`src/rtl/itra_pkg.sv`:
```
// Shared types, constants and helper functions for the integer to radix ASCII unit.
package itra_pkg;

    localparam int VALUE_WIDTH_DEF = 32;
    localparam int IN_VALUE_W      = 32;
    localparam int RADIX_W         = 8;
    localparam int DIGIT_W         = 6;
    localparam int CHAR_W          = 8;

    localparam logic [RADIX_W-1:0] RADIX_MIN  = 8'd2;
    localparam logic [RADIX_W-1:0] RADIX_MAX  = 8'd36;
    localparam logic [DIGIT_W-1:0] DIGIT_TEN  = 6'd10;

    localparam logic [CHAR_W-1:0] CHAR_ZERO  = 8'h30;
    localparam logic [CHAR_W-1:0] CHAR_NINE  = 8'h39;
    localparam logic [CHAR_W-1:0] CHAR_A     = 8'h41;
    localparam logic [CHAR_W-1:0] CHAR_Z     = 8'h5A;
    localparam logic [CHAR_W-1:0] CHAR_MINUS = 8'h2D;

    typedef enum logic [1:0] {
        ST_IDLE,
        ST_DIV,
        ST_SIGN,
        ST_EMIT
    } state_t;

    typedef struct packed {
        logic push;
        logic pop;
    } stack_ctrl_t;

    // Clamp a raw base into 2..36.
    function automatic logic [DIGIT_W-1:0] clamp_radix(input logic [RADIX_W-1:0] raw);
        logic [RADIX_W-1:0] r;
        begin
            r = raw;
            if (raw < RADIX_MIN) begin
                r = RADIX_MIN;
            end else if (raw > RADIX_MAX) begin
                r = RADIX_MAX;
            end
            return r[DIGIT_W-1:0];
        end
    endfunction

    function automatic logic [CHAR_W-1:0] digit_char(input logic [DIGIT_W-1:0] d);
        logic [CHAR_W-1:0] c;
        begin
            if (d < DIGIT_TEN) begin
                c = CHAR_ZERO + CHAR_W'(d);
            end else begin
                c = CHAR_A + CHAR_W'(d - DIGIT_TEN);
            end
            return c;
        end
    endfunction

endpackage

```
`src/rtl/itra_divider.sv`:
```
// Bit-serial restoring divider: one quotient bit per cycle by a small divisor.
module itra_divider
    import itra_pkg::*;
#(
    parameter int VALUE_W = VALUE_WIDTH_DEF
) (
    input  logic               aclk,
    input  logic               aresetn,
    input  logic               start,
    input  logic [VALUE_W-1:0] dividend,
    input  logic [DIGIT_W-1:0] divisor,
    output logic               done,
    output logic [VALUE_W-1:0] quotient,
    output logic [DIGIT_W-1:0] remainder
);

    localparam int CNT_W = $clog2(VALUE_W);

    logic               busy_reg, busy_next;
    logic               done_reg, done_next;
    logic [CNT_W-1:0]   cnt_reg, cnt_next;
    logic [VALUE_W-1:0] quo_reg, quo_next;
    logic [DIGIT_W-1:0] rem_reg, rem_next;
    logic [DIGIT_W-1:0] div_reg, div_next;

    logic [DIGIT_W:0]   trial;
    logic [DIGIT_W:0]   diff;
    logic               fits;

    assign trial = {rem_reg, quo_reg[VALUE_W-1]};
    assign diff  = trial - {1'b0, div_reg};
    assign fits  = trial >= {1'b0, div_reg};

    always_comb begin
        busy_next = busy_reg;
        done_next = 1'b0;
        cnt_next  = cnt_reg;
        quo_next  = quo_reg;
        rem_next  = rem_reg;
        div_next  = div_reg;
        if (start) begin
            busy_next = 1'b1;
            cnt_next  = CNT_W'(VALUE_W - 1);
            quo_next  = dividend;
            rem_next  = '0;
            div_next  = divisor;
        end else if (busy_reg) begin
            // shift in the next dividend bit, subtract when it fits
            rem_next = fits ? diff[DIGIT_W-1:0] : trial[DIGIT_W-1:0];
            quo_next = {quo_reg[VALUE_W-2:0], fits};
            cnt_next = cnt_reg - 1'b1;
            if (cnt_reg == '0) begin
                busy_next = 1'b0;
                done_next = 1'b1;
            end
        end
    end

    always_ff @(posedge aclk) begin
        if (!aresetn) begin
            busy_reg <= 1'b0;
            done_reg <= 1'b0;
        end else begin
            busy_reg <= busy_next;
            done_reg <= done_next;
        end
        cnt_reg <= cnt_next;
        quo_reg <= quo_next;
        rem_reg <= rem_next;
        div_reg <= div_next;
    end

    assign done      = done_reg;
    assign quotient  = quo_reg;
    assign remainder = rem_reg;

endmodule

```
`src/rtl/itra_digit_stack.sv`:
```
// Last-in first-out shift stack that reverses the digit order.
module itra_digit_stack
    import itra_pkg::*;
#(
    parameter int DEPTH = VALUE_WIDTH_DEF
) (
    input  logic                       aclk,
    input  logic                       aresetn,
    input  stack_ctrl_t                ctrl,
    input  logic [DIGIT_W-1:0]         din,
    output logic [DIGIT_W-1:0]         top_digit,
    output logic [$clog2(DEPTH+1)-1:0] depth
);

    localparam int DEPTH_W = $clog2(DEPTH + 1);

    logic [DIGIT_W-1:0] entry_reg [DEPTH];
    logic [DEPTH_W-1:0] depth_reg;

    always_ff @(posedge aclk) begin
        if (ctrl.push) begin
            entry_reg[0] <= din;
            for (int i = 1; i < DEPTH; i++) begin
                entry_reg[i] <= entry_reg[i-1];
            end
        end else if (ctrl.pop) begin
            for (int i = 0; i < DEPTH - 1; i++) begin
                entry_reg[i] <= entry_reg[i+1];
            end
        end
    end

    always_ff @(posedge aclk) begin
        if (!aresetn) begin
            depth_reg <= '0;
        end else if (ctrl.push) begin
            depth_reg <= depth_reg + 1'b1;
        end else if (ctrl.pop) begin
            depth_reg <= depth_reg - 1'b1;
        end
    end

    assign top_digit = entry_reg[0];
    assign depth     = depth_reg;

endmodule

```
`src/rtl/integer_to_radix_ascii_unit.sv`:
```
// Flow: the input is loaded, then the serial divider produces each digit in turn, and the
// characters (a leading '-' first for a negative number) go out one per cycle while the sink takes them.
// Throughput: one number at a time; no new number is taken while one is being converted.
// The bit-serial divider sets the rate. Synchronous active-low reset clears the control
// state, the stack depth and the output valid; no clearing pass is needed.
module integer_to_radix_ascii_unit
    import itra_pkg::*;
#(
    parameter int VALUE_WIDTH = VALUE_WIDTH_DEF
) (
    input  logic              aclk,
    input  logic              aresetn,
    input  logic              s_tvalid,
    output logic              s_tready,
    input  logic [39:0]       s_tdata,   // [31:0] value, [39:32] radix
    input  logic [0:0]        s_tuser,   // [0] kind
    output logic              m_tvalid,
    input  logic              m_tready,
    output logic [CHAR_W-1:0] m_tdata,   // [7:0] character
    output logic              m_tlast
);

    localparam int DEPTH_W = $clog2(VALUE_WIDTH + 1);

    state_t                 state_reg, state_next;
    logic                   neg_reg, neg_next;
    logic                   out_valid_reg, out_valid_next;
    logic [CHAR_W-1:0]      out_char_reg, out_char_next;
    logic                   out_last_reg, out_last_next;

    logic                   out_free;
    logic [VALUE_WIDTH-1:0] in_value;
    logic                   in_neg;
    logic [VALUE_WIDTH-1:0] in_mag;

    logic                   div_start;
    logic [VALUE_WIDTH-1:0] div_dividend;
    logic                   div_done;
    logic [VALUE_WIDTH-1:0] div_quotient;
    logic [DIGIT_W-1:0]     div_remainder;
    logic [DIGIT_W-1:0]     radix_reg, radix_next;

    stack_ctrl_t            stack_ctrl;
    logic [DIGIT_W-1:0]     stack_top;
    logic [DEPTH_W-1:0]     stack_depth;

    assign out_free  = !out_valid_reg || m_tready;
    assign in_value  = VALUE_WIDTH'(s_tdata[IN_VALUE_W-1:0]);
    assign in_neg    = s_tuser[0] && in_value[VALUE_WIDTH-1];
    assign in_mag    = in_neg ? (~in_value + 1'b1) : in_value;

    itra_divider #(
        .VALUE_W (VALUE_WIDTH)
    ) u_divider (
        .aclk      (aclk),
        .aresetn   (aresetn),
        .start     (div_start),
        .dividend  (div_dividend),
        .divisor   (radix_next),
        .done      (div_done),
        .quotient  (div_quotient),
        .remainder (div_remainder)
    );

    itra_digit_stack #(
        .DEPTH (VALUE_WIDTH)
    ) u_stack (
        .aclk      (aclk),
        .aresetn   (aresetn),
        .ctrl      (stack_ctrl),
        .din       (div_remainder),
        .top_digit (stack_top),
        .depth     (stack_depth)
    );

    always_comb begin
        state_next      = state_reg;
        neg_next        = neg_reg;
        radix_next      = radix_reg;
        out_valid_next  = out_valid_reg && !m_tready;
        out_char_next   = out_char_reg;
        out_last_next   = out_last_reg;
        div_start       = 1'b0;
        div_dividend    = div_quotient;
        stack_ctrl.push = 1'b0;
        stack_ctrl.pop  = 1'b0;
        s_tready        = 1'b0;

        case (state_reg)
            ST_IDLE: begin
                s_tready = 1'b1;
                if (s_tvalid) begin
                    neg_next     = in_neg;
                    radix_next   = clamp_radix(s_tdata[IN_VALUE_W +: RADIX_W]);
                    div_start    = 1'b1;
                    div_dividend = in_mag;
                    state_next   = ST_DIV;
                end
            end
            ST_DIV: begin
                if (div_done) begin
                    stack_ctrl.push = 1'b1;
                    // keep dividing until the quotient runs out
                    if (div_quotient == '0) begin
                        state_next = neg_reg ? ST_SIGN : ST_EMIT;
                    end else begin
                        div_start = 1'b1;
                    end
                end
            end
            ST_SIGN: begin
                if (out_free) begin
                    out_valid_next = 1'b1;
                    out_char_next  = CHAR_MINUS;
                    out_last_next  = 1'b0;
                    state_next     = ST_EMIT;
                end
            end
            ST_EMIT: begin
                if (out_free) begin
                    out_valid_next = 1'b1;
                    out_char_next  = digit_char(stack_top);
                    out_last_next  = (stack_depth == DEPTH_W'(1));
                    stack_ctrl.pop = 1'b1;
                    if (stack_depth == DEPTH_W'(1)) begin
                        state_next = ST_IDLE;
                    end
                end
            end
            default: begin
                state_next = ST_IDLE;
            end
        endcase
    end

    always_ff @(posedge aclk) begin
        if (!aresetn) begin
            state_reg     <= ST_IDLE;
            out_valid_reg <= 1'b0;
        end else begin
            state_reg     <= state_next;
            out_valid_reg <= out_valid_next;
        end
        neg_reg      <= neg_next;
        radix_reg    <= radix_next;
        out_char_reg <= out_char_next;
        out_last_reg <= out_last_next;
    end

    assign m_tvalid = out_valid_reg;
    assign m_tdata  = out_char_reg;
    assign m_tlast  = out_last_reg;

endmodule

```
`config.mk`:
```
export PLATFORM = sky130hd
export DESIGN_NAME = integer_to_radix_ascii_unit
export DESIGN_NICKNAME = d
export VERILOG_FILES = /design/src/rtl/itra_pkg.sv /design/src/rtl/itra_divider.sv /design/src/rtl/itra_digit_stack.sv /design/src/rtl/integer_to_radix_ascii_unit.sv
export SDC_FILE = /design/constraint.sdc
export NUM_CORES = 1
export LEC_CHECK = 0
export ABC_AREA = 0
export BUFFER_PORTS_ARGS = -buffer_cell sky130_fd_sc_hd__buf_4
export CAP_MARGIN = 20
export CORE_UTILIZATION = 55
export DETAILED_ROUTE_END_ITERATION = 10
export PLACE_DENSITY = 0.81
export SYNTH_ARGS = -nofsm -noshare
export SYNTH_HDL_FRONTEND = slang
export SYNTH_SLANG_ARGS = --single-unit
```
`constraint.sdc`:
```
create_clock -name aclk -period 5.7 [get_ports aclk]
set_input_delay 1.14 -clock aclk [delete_from_list [all_inputs] [get_ports aclk]]
set_output_delay 1.14 -clock aclk [all_outputs]
set_load 0.05 [all_outputs]
```
==> impl.org, run 1 <==
** Critical path
- Buffers & Inverters on Critical Path :: 3
- For this design, the slowest cell found on the critical path is sky130_fd_sc_hd__o21a_1.
- Walking the worst path, the cells encountered are inv_1, ha_1, nand2_2, buf_4, o21a_1, inv_2, nand2_1, o21ai_0.
- Slowest Stage Delay on Critical Path :: 0.81 ns
- The worst setup path is captured at a flop.
- The cell family contributing the most delay on the critical path is buffers and inverters.
- For the worst setup path, the data arrival time is 3.59 ns.
- The critical path is of the flop to flop type.
- STA classifies the critical path startpoint as a flop.
- For the worst setup path, the data required time is 5.96 ns.
- Crit Path Max Fanout :: 80

** Floorplanning
- Die outline width :: 153 um
- Overall die height :: 153 um
- The total area inside the core boundary comes to 22,000 um2.
- For this design the top-level I/O count stands at 56.
- Initial core utilization :: 56.7%
- Die footprint :: 23,300 um2
- The floorplan has 54 rows.

** Synthesis
- Yosys mapped a number of flops with a built-in enable equal to 240.
- The share of synthesized area in the top cell type comes to 57.7%.
- The synthesized netlist occupies a cell area of 12,500 um2.
- Proportion of synthesized chip area in sequential cells :: 62.2%
- Share of flip-flops with an asynchronous set or reset after synthesis :: 0%
- Average footprint of a synthesized cell :: 9.89 um2
- Ranked by total cell area, the synthesized netlist is headed by sky130_fd_sc_hd__edfxtp_1, sky130_fd_sc_hd__nand2_1, sky130_fd_sc_hd__dfxtp_1, sky130_fd_sc_hd__xnor2_1, sky130_fd_sc_hd__o21ai_0.
- The synthesized design spends more area on one cell type than any other, namely sky130_fd_sc_hd__edfxtp_1.
- In this run, synthesis produced a sequential element count of 268.
- The number of nets in the synthesized netlist is 1,328.
- The cell count after synthesis came out at 1,263.
- Yosys instantiated no cell more often than sky130_fd_sc_hd__nand2_1.
- Yosys printed 0 warnings.
- In this run, distinct cell masters in the synthesized netlist total 61.
- Top cells by count, synth :: sky130_fd_sc_hd__nand2_1, sky130_fd_sc_hd__edfxtp_1, sky130_fd_sc_hd__o21ai_0
- For this run, the leading register cell type out of synthesis is sky130_fd_sc_hd__edfxtp_1.

** Route
- Number of detailed-route iterations in the first pass :: 5
- For this run, design rule violations remaining after detail routing come to 0.
- Number of design-rule violations left by the first detailed-router iteration :: 722
- The final route contains 8,644 vias.
- Total Wirelength :: 22,800 um
- Routed wirelength normalized by instance count :: 14.3 um
- Post-DRT Antenna Nets :: 0
- Using the TritonRoute via totals, the vias-per-cell ratio works out to 5.41.

** Pwr
- IR analysis of the VDD net gives a maximum drop of 0.314 mV.
- In this run the static leakage power is 5.31 nW.
- Ratio of total power to cell area :: 393 nW/um2

** Timing
- Setup repair after global routing missed its margin :: no
- The total count of max-transition violations in the final report was 0.
- Setup violations remaining at the end of the flow were counted as 0.
- For the pin with the worst max-slew slack, the measured transition is 1.05 ns.
- Hold is met by 0.448 ns.
- Final TNS setup :: 0 ns
- For the final database, setup skew stands at 0.0137 ns.
- In this run the tightest slew margin relative to its limit is 29.7%.
- Minimum clock period :: 3.33 ns
- Maximum operating frequency :: 301 MHz
- Min setup slack post-route :: 2.37 ns
- Of the available clock period, the critical path in the final layout requires 58.4%.
- Count of endpoints failing hold in the final timing report :: 0

** Worst hold path
- Type of the worst min-delay path :: flop to flop

** Clock network
- Total number of clock tree sinks :: 268
- Clock transition time at the flip-flop clock pins of the worst setup and hold paths :: 0.06 ns
- Inserted Clock Buffers :: 27
- In this run the post-CTS setup repair buffer count came out at 0.
- In this run the number of H-tree levels came out at 1.
- Clock latency on the worst-skew pair :: 0.53 ns
- Hold repair after CTS inserted 0 buffers.
- Root buf cell :: sky130_fd_sc_hd__clkbuf_16
- In this run the deepest clock path goes through 3 buffers.
- Clock tree from TritonCTS :: yes
- Post-CTS repair changed the size of 0 cells.

** Layout
- In the final layout, the share of cells above drive strength 1 is 8.57%.
- Max FFs per register :: 192
- Antenna diodes :: 0
- Total non-filler cell area in the finished layout :: 13,900 um2
- Net count of the finished layout :: 1,363
- Area overhead of the layout relative to synthesis :: 11.5%

** Placed design
- Routability Congestion :: 0.815
- Summing all placed instances gives a cell area of 13,100 um2.
- Count of buffers inserted at the top-level ports :: 55
- DPL Wire Length :: 14,100 um
- Placement-stage worst setup slack :: 2.12 ns

** Job
- The tool flagged a number of max-cap violations equal to 0.

** GRT
- The via count of the first global-routing pass is 8,314.
- Largest net degree at the start of global routing :: 153
- First-pass GRT wire length :: 38,000 um
- After global routing the overflow that remains totals 0.
- Initial antenna violation count :: 0
- Across every metal layer, demand over resource in global routing totals 19.4%.

** Outcome
- The run finished with clean final reports.
-- placed cells by master (no fill, tap or decap), types with 3 or more instances in the layout --
| cell | Yosys | final |
|---|---|---|
| sky130_fd_sc_hd__xor2_1 | 14 | 14 |
| sky130_fd_sc_hd__inv_1 | 35 | 34 |
| sky130_fd_sc_hd__clkinv_1 | 0 | 4 |
| sky130_fd_sc_hd__xnor2_1 | 32 | 32 |
| sky130_fd_sc_hd__buf_4 | 1 | 61 |
| sky130_fd_sc_hd__nand3_1 | 11 | 10 |
| sky130_fd_sc_hd__nor3_1 | 16 | 16 |
| sky130_fd_sc_hd__clkbuf_16 | 0 | 27 |
| sky130_fd_sc_hd__dfxtp_1 | 28 | 28 |
| sky130_fd_sc_hd__nor2b_1 | 6 | 6 |
| sky130_fd_sc_hd__and2_1 | 6 | 6 |
| sky130_fd_sc_hd__clkbuf_1 | 33 | 11 |
| sky130_fd_sc_hd__nand2_1 | 606 | 604 |
| sky130_fd_sc_hd__edfxtp_1 | 240 | 240 |
| sky130_fd_sc_hd__nor2_1 | 33 | 32 |
| sky130_fd_sc_hd__mux2i_1 | 3 | 3 |
| sky130_fd_sc_hd__ha_1 | 19 | 19 |
| sky130_fd_sc_hd__nor4_4 | 3 | 3 |
| sky130_fd_sc_hd__clkinv_2 | 0 | 4 |
| sky130_fd_sc_hd__o21a_1 | 6 | 6 |
| sky130_fd_sc_hd__a22o_1 | 3 | 3 |
| sky130_fd_sc_hd__nor4_1 | 10 | 10 |
| sky130_fd_sc_hd__nand4_1 | 4 | 4 |
| sky130_fd_sc_hd__o21ai_0 | 50 | 50 |
| sky130_fd_sc_hd__nand3b_1 | 3 | 3 |
| sky130_fd_sc_hd__a21oi_1 | 24 | 24 |
| sky130_fd_sc_hd__nand2b_1 | 8 | 8 |
| sky130_fd_sc_hd__a31oi_1 | 8 | 8 |
-- final cells by class --
class,instances,area [um2]
fill,1682,8100
sequential,268,7770
multi-input combinational,902,4380
clock buffer,40,744
timing repair buffer,63,505
tap,280,350
inverter,36,135
clock inverter,9,43.8
-- routing by layer --
layer	up-vias	wire, um	part of all wire [%]	global-route usage [%]
met5	-	0	0	0
met4	0	641	2.8	6.69
met3	48	1010	4.4	3.33
met2	209	11100	49	32.5
met1	4082	10000	44	25.6
li1	4305	-	-	-
-- path summary, 6_finish.rpt --
path	end	start	depth (start not counted)	slack [ns]
max	u_divider.quotient[0]	state_reg[1]	8	2.37
min	u_stack.entry_reg[3][46]	u_stack.entry_reg[3][40]	0	0.45
max reg2reg	u_divider.quotient[0]	state_reg[1]	8	2.37
min reg2reg	u_stack.entry_reg[3][46]	u_stack.entry_reg[3][40]	0	0.45
-- worst reg2reg max path, cell delays in order, from the launching register on --
cell and delay [ns]:
sky130_fd_sc_hd__dfxtp_1 0.37, sky130_fd_sc_hd__inv_1 0.09, sky130_fd_sc_hd__ha_1 0.21, sky130_fd_sc_hd__nand2_2 0.21
sky130_fd_sc_hd__buf_4 0.66, sky130_fd_sc_hd__o21a_1 0.83, sky130_fd_sc_hd__inv_2 0.42, sky130_fd_sc_hd__nand2_1 0.17
sky130_fd_sc_hd__o21ai_0 0.09
-- where the power goes --
group	switching, W	total [W]	internal (W)
Sequential	0.000172	0.00274	0.00257
Combinational	0.000728	0.00112	0.000393
Clock	0.000712	0.00161	0.000900
-- per-stage QoR --
step	power, W	cells	util [%]
final	0.00547	1598	63.2
after global routing	0.00575	1598	63.2
after CTS	0.00550	1597	63.1
after detailed placement	0.00389	1548	59.5
after global placement	0.00383	1548	59.5
after floorplan	0.00360	1263	-
-- kinds of logic after synthesis --
logic type / Yosys count / synth area share [%]
AOI/OAI and AO/OA: 113 / 5.60
buffers and inverters: 93 / 3.03
muxes: 3 / 0.241
xor gates and xnor gates: 46 / 3.23
adders and majority gates: 21 / 2.14
DFF: 268 / 62.2
and+or+nand+nor: 719 / 23.5
Power figures use the tool's default switching activity.
==> run 2: changes to the inputs <==
Clock period 5.7 ns to 2.79 ns, I/O delays scaled along.
==> impl.org, run 2 (synthesis results as in run 1) <==
** Critical path
- Critical Path End Type :: flop
- Required time at the worst-slack endpoint :: 3.20 ns
- The worst setup path is launched from a flop.
- Data on the critical path arrives at its endpoint at 2.73 ns.
- Crit Path Max Fanout :: 10
- By startpoint and endpoint, the worst setup path is classified as flop to flop.

** Clock network
- Buffer depth of the longest clock path :: 3
- Total number of clock tree sinks :: 268
- TritonCTS built the clock tree.
- Count of buffers added by post-CTS timing repair for setup :: 0
- The number of gates resized after CTS was 0.
- Maximum level of the CTS H-tree :: 1
- The tree is rooted in a sky130_fd_sc_hd__clkbuf_16.
- The number of clock buffers added by TritonCTS is 27.
- Clock transition time at the flip-flop clock pins of the worst setup and hold paths :: 0.06 ns
- After clock tree synthesis, the flow added hold-fix buffers numbering 0.
- Clock latency on the worst-skew pair :: 0.53 ns

** GRT
- Initial antenna violation count :: 0
- For this run the aggregate overflow at the end of global routing stands at 0.
- Global routing consumed, over all layers together, 19.8% of the routing resources.
- The first global-routing pass estimated 38,600 um of wire.
- The via count of the first global-routing pass was 8,294.
- Entering global routing, the biggest net connects 93 pins.

** Layout
- The repair_antennas step left the layout with diodes totalling 0.
- Max FFs per register :: 192
- Net count of the finished layout :: 1,374
- Area overhead of the layout relative to synthesis :: 13.0%
- Total non-filler cell area in the finished layout :: 14,100 um2
- After filler insertion, the fill cell instance count of the layout stands at 1,654.
- Most frequent standard cell in the layout excluding fill and tap cells :: sky130_fd_sc_hd__nand2_1
- Commonest cells after routing, fill and taps aside :: sky130_fd_sc_hd__nand2_1, sky130_fd_sc_hd__edfxtp_1, sky130_fd_sc_hd__buf_4, sky130_fd_sc_hd__o21ai_0, sky130_fd_sc_hd__inv_1
- Cells with a size suffix above 1 make up 9.62% of the layout.

** Placed design
- Placement-stage worst setup slack :: 0.330 ns
- Count of buffers inserted at the top-level ports :: 55
- DPL Wire Length :: 14,300 um
- Placed cell area :: 13,300 um2
- Routability Congestion :: 0.878

** Timing
- Setup repair after global routing missed its margin :: no
- Maximum operating frequency :: 432 MHz
- Setup clock skew after layout :: 0.00929 ns
- Min setup slack post-route :: 0.475 ns
- Final TNS setup :: 0 ns
- The total count of max-transition violations in the final report is 0.
- Remaining max-slew budget at the tightest pin :: 48.6%
- Count of endpoints failing hold in the final timing report :: 0
- Setup violations remaining at the end of the flow were counted as 0.
- The clock period could shrink to 2.32 ns.
- Final Cycle Share :: 83.0%
- Final hold slack :: 0.311 ns
- Actual slew at the worst max-slew pin :: 0.771 ns

** Floorplanning
- Number of rows in the core area :: 54
- Die footprint :: 23,300 um2
- In this run the horizontal extent of the chip is 153 um.
- Overall die height :: 153 um
- During I/O placement, the number of pins put on the boundary was 56.
- In this run the standard cell core region covers 22,000 um2.
- Initial core utilization :: 56.7%

** Pwr
- Ratio of total power to cell area :: 814 nW/um2
- For this design the static power due to leakage is 5.42 nW.
- The worst-case IR drop observed on VDD is 0.682 mV.

** Outcome
- Status :: finished, final reports clean

** Route
- Number of remaining DRC errors :: 0
- In the routed layout, each cell is associated on average with a via count of 5.40.
- Before antenna repair, the detailed router went through 6 iterations.
- Number of design-rule violations left by the first detailed-router iteration :: 646
- Summed over all layers, the routed wires come to 23,000 um.
- The final route contains 8,702 vias.
- Post-DRT Antenna Nets :: 0
- Routed wirelength normalized by instance count :: 14.3 um

** Worst hold path
- Type of the worst min-delay path :: input port to flop

** Job
- Across the run, the number of max-cap violations was 0.
[run 2: changes by cell type in the layout (fill, tap and decap cells not counted)]
cell | before | now
sky130_fd_sc_hd__buf_12 | 1 | 5
sky130_fd_sc_hd__buf_16 | 1 | 0
sky130_fd_sc_hd__buf_4 | 61 | 69
sky130_fd_sc_hd__bufinv_16 | 0 | 3
sky130_fd_sc_hd__clkbuf_1 | 11 | 5
sky130_fd_sc_hd__clkbuf_8 | 2 | 0
sky130_fd_sc_hd__clkinv_1 | 4 | 7
sky130_fd_sc_hd__clkinv_2 | 4 | 6
sky130_fd_sc_hd__clkinv_4 | 0 | 1
[run 2: final cells by class]
type	count	area, um2	share of cell area [%]
clock buffers	32	694	4.92
clock inverters	18	164	1.16
inverters	36	135	0.958
multi-input cells	902	4380	31.0
flip-flops and latches	268	7770	55.1
well taps	280	350	2.48
repair buffers	74	618	4.38
[run 2: per-layer routing]
layer  vias up  part of all wire (%)  routed length [um]  track usage, %
met1      4154                    44               10100            26.1
met3        35                   4.3                 996            3.30
li1       4327                     -                   -               -
met4         0                   1.7                 390            5.00
met5         -                     0                   0               0
met2       186                    50               11500            34.2
[run 2: critical path: stages (launching register included)]
cell,delay [ns]
sky130_fd_sc_hd__dfxtp_1,0.43
sky130_fd_sc_hd__ha_1,0.28
sky130_fd_sc_hd__nor2b_1,0.15
sky130_fd_sc_hd__o31a_1,0.27
sky130_fd_sc_hd__o31ai_1,0.31
sky130_fd_sc_hd__and2_1,0.44
sky130_fd_sc_hd__mux2i_1,0.23
sky130_fd_sc_hd__a21oi_1,0.08
[run 2: worst paths after layout]
check / startpoint / endpoint / slack [ns] / cells after the start
max: u_divider.remainder[0] / u_divider.remainder[4] / 0.47 / 7
min: s_tdata[36] / radix_reg[4] / 0.31 / 2
max reg2reg: u_divider.remainder[0] / u_divider.remainder[4] / 0.47 / 7
min reg2reg: u_stack.entry_reg[3][37] / u_stack.entry_reg[3][43] / 0.45 / 0
[run 2: per-stage QoR]
step,util [%],std cells,power [W]
global route,64.1,1610,0.0120
finish,64.1,1610,0.0115
floorplan,-,1263,0.00733
CTS,64.1,1610,0.0115
detailed placement,60.2,1560,0.00799
global placement,60.2,1560,0.00789
[run 2: power by group]
group	total [W]	internal, W	switching (W)	leakage [nW]
clock	0.00355	0.00205	0.00150	0.424
sequential	0.00557	0.00524	0.000334	2.13
combinational	0.00236	0.000840	0.00152	2.86
total	0.0115	0.00813	0.00335	5.42
==> run 3: changes to the inputs <==
Clock period 2.79 ns to 2.1 ns, I/O delays scaled along.
==> impl.org, run 3 (synthesis results as in run 1) <==
** Floorplanning
- After floorplanning, the core was sized to cover 22,000 um2.
- The floorplan step set the die height to 153 um.
- 56 I/O pins were placed.
- The die covers 23,300 um2.
- For this configuration, the core starts out at a cell density of 56.7%.
- The initialized floorplan defines 54 standard-cell rows.
- Die outline width :: 153 um

** Timing
- At the pin with the least slew margin, the transition time is 0.545 ns.
- Min setup slack post-route :: 0.0340 ns
- On the final layout, the worst clock skew is 0.0164 ns.
- Maximum operating frequency :: 484 MHz
- Final TNS setup :: 0 ns
- Setup violations remaining at the end of the flow were counted as 0.
- Remaining max-slew budget at the tightest pin :: 63.3%
- The total count of max-transition violations in the final report came to 0.
- Final Cycle Share :: 98.4%
- On the final layout, the worst hold slack is 0.151 ns.
- Count of endpoints failing hold in the final timing report :: 0
- Minimum clock period :: 2.07 ns

** Layout
- Total non-filler cell area in the finished layout :: 14,500 um2
- Commonest cells after routing, fill and taps aside :: sky130_fd_sc_hd__nand2_1, sky130_fd_sc_hd__edfxtp_1, sky130_fd_sc_hd__buf_4, sky130_fd_sc_hd__o21ai_0, sky130_fd_sc_hd__inv_1
- Share of the core filled with cells :: 65.9%
- Antenna diodes :: 0
- Area overhead of the layout relative to synthesis :: 16.3%
- The net count of the finished layout is 1,407.
- Most frequent standard cell in the layout excluding fill and tap cells :: sky130_fd_sc_hd__nand2_1
- The layout has 1,604 filler cells.
- Max FFs per register :: 192
- Share of final-layout standard cells stronger than drive strength 1 :: 13.1%

** Critical path
- The worst setup path is captured at a flop.
- In this run the worst path has a maximum fanout of 5.
- STA puts the critical path data required time at 2.53 ns.
- Slowest Stage Delay on Critical Path :: 0.39 ns
- Worst endpoint data arrival time :: 2.49 ns
- The worst setup path is of the flop to flop kind.
- STA classifies the critical path startpoint as a flop.
- The signal on the critical path passes through inv_2, ha_4, nor2b_4, o31a_1, o31ai_4, and2_4, mux2i_1, a21oi_1.
- Slowest cell on crit path :: sky130_fd_sc_hd__edfxtp_1

** GRT
- The number of antenna violations at the first check in global routing is 0.
- All-layer global routing usage :: 20.1%
- Summed over all layers, the global routing overflow is 0.
- The first global-routing pass estimated 38,900 um of wire.
- Largest net degree at the start of global routing :: 106
- Number of global-route vias before repair :: 8,416

** Route
- Post-DRT Antenna Nets :: 0
- Dividing the detail-routed via count by the number of cells gives 5.34.
- Across all layers, the routed design uses 8,770 vias.
- Routed wirelength normalized by instance count :: 14.1 um
- The first detailed-routing pass took 5 iterations.
- After detailed routing, the number of remaining DRC violations is 0.
- The first routing iteration left 610 violations.
- Total Wirelength :: 23,200 um

** Placed design
- Placed cell area :: 13,500 um2
- Count of buffers inserted at the top-level ports :: 55
- The wire-length estimate of the detail-placed layout is 14,900 um.
- Placement-stage worst setup slack :: -0.136 ns
- Routability Congestion :: 0.872

** Clock network
- Clock latency on the worst-skew pair, taken at its later pin, is 0.54 ns.
- Inserted Clock Buffers :: 28
- Buffer depth of the longest clock path :: 3
- Maximum level of the CTS H-tree :: 1
- TritonCTS built the clock tree.
- Root buf cell :: sky130_fd_sc_hd__clkbuf_16
- Clock transition time at the flip-flop clock pins of the worst setup and hold paths :: 0.06 ns
- The clock drives 268 sinks.

** Pwr
- Across the VDD grid, the largest voltage drop is 0.966 mV.
- In this run the static leakage power is 5.61 nW.
- In this run the power density over the cells is 1090 nW/um2.
- Clock share of power :: 30.2%
- Per report_power, the combinational group accounts for 22.6% of the total.
- Internal Power :: 0.0112 W
- Sw frac :: 29.3%
- Sequential cells account for 47.2% of the total power.
- Summed over all nets, the switching power comes to 0.00463 W.

** Job
- Across the run, the number of max-cap violations was 0.

** Worst hold path
- The path class of the tightest hold or removal check is input port to flop.

** Outcome
- Status :: finished, final reports clean
[run 3: final cells by class]
class / count / area [um2] / area share, %
Sequential cell: 268 / 7770 / 53.5
Multi-Input combinational cell: 903 / 4480 / 30.9
Timing Repair Buffer: 105 / 901 / 6.20
Clock buffer: 30 / 708 / 4.88
Tap cell: 280 / 350 / 2.41
Clock inverter: 19 / 179 / 1.23
Inverter: 36 / 135 / 0.930
[run 3: metrics by stage]
stage	instances	total power, W
2_1_floorplan	1263	0.00975
3_3_place_gp	1589	0.0108
6_report	1641	0.0158
5_1_grt	1641	0.0166
4_1_cts	1638	0.0157
3_5_place_dp	1589	0.0109
[run 3: repair_timing]
| action | 4_1_cts | 5_1_grt |
|---|---|---|
| gates cloned | 0 | 1 |
| setup endpoints to repair | 4 | 44 |
| buffers inserted | 0 | 3 |
| pin swaps | 0 | 4 |
| hold buffers | 0 | 0 |
| gates resized for setup | 1 | 14 |
[run 3: power by group through the flow]
stage	Combinational, W	Sequential [W]	Clock (W)
2_1_floorplan	0.00224	0.00751	0
3_3_place_gp	0.00332	0.00746	0
3_5_place_dp	0.00345	0.00748	0
4_1_cts	0.00347	0.00740	0.00484
5_1_grt	0.00397	0.00753	0.00505
6_report	0.00357	0.00745	0.00478
[run 3: worst paths after layout]
check	from	slack [ns]	end	cells past startpoint
max	u_divider.div_reg[1]	0.03	u_divider.remainder[1]	8
min	s_tdata[36]	0.15	radix_reg[4]	2
max reg2reg	u_divider.div_reg[1]	0.03	u_divider.remainder[1]	8
min reg2reg	u_stack.entry_reg[3][37]	0.45	u_stack.entry_reg[3][43]	0
[run 3: worst max-delay path, delay by kind of cell (launching register included)]
kind | cells | cell delay [ns]
compound gates | 3 | 0.70
buf+inv | 1 | 0.09
mux | 1 | 0.20
simple gates | 2 | 0.37
fa+ha+maj | 1 | 0.20
flops | 1 | 0.39
[run 3: per-layer routing]
| metal | wire length [um] | track usage (%) |
|---|---|---|
| met2 | 11400 | 34.2 |
| met5 | 0 | 0 |
| met1 | 10400 | 27.0 |
| met4 | 357 | 5.34 |
| met3 | 1040 | 3.01 |
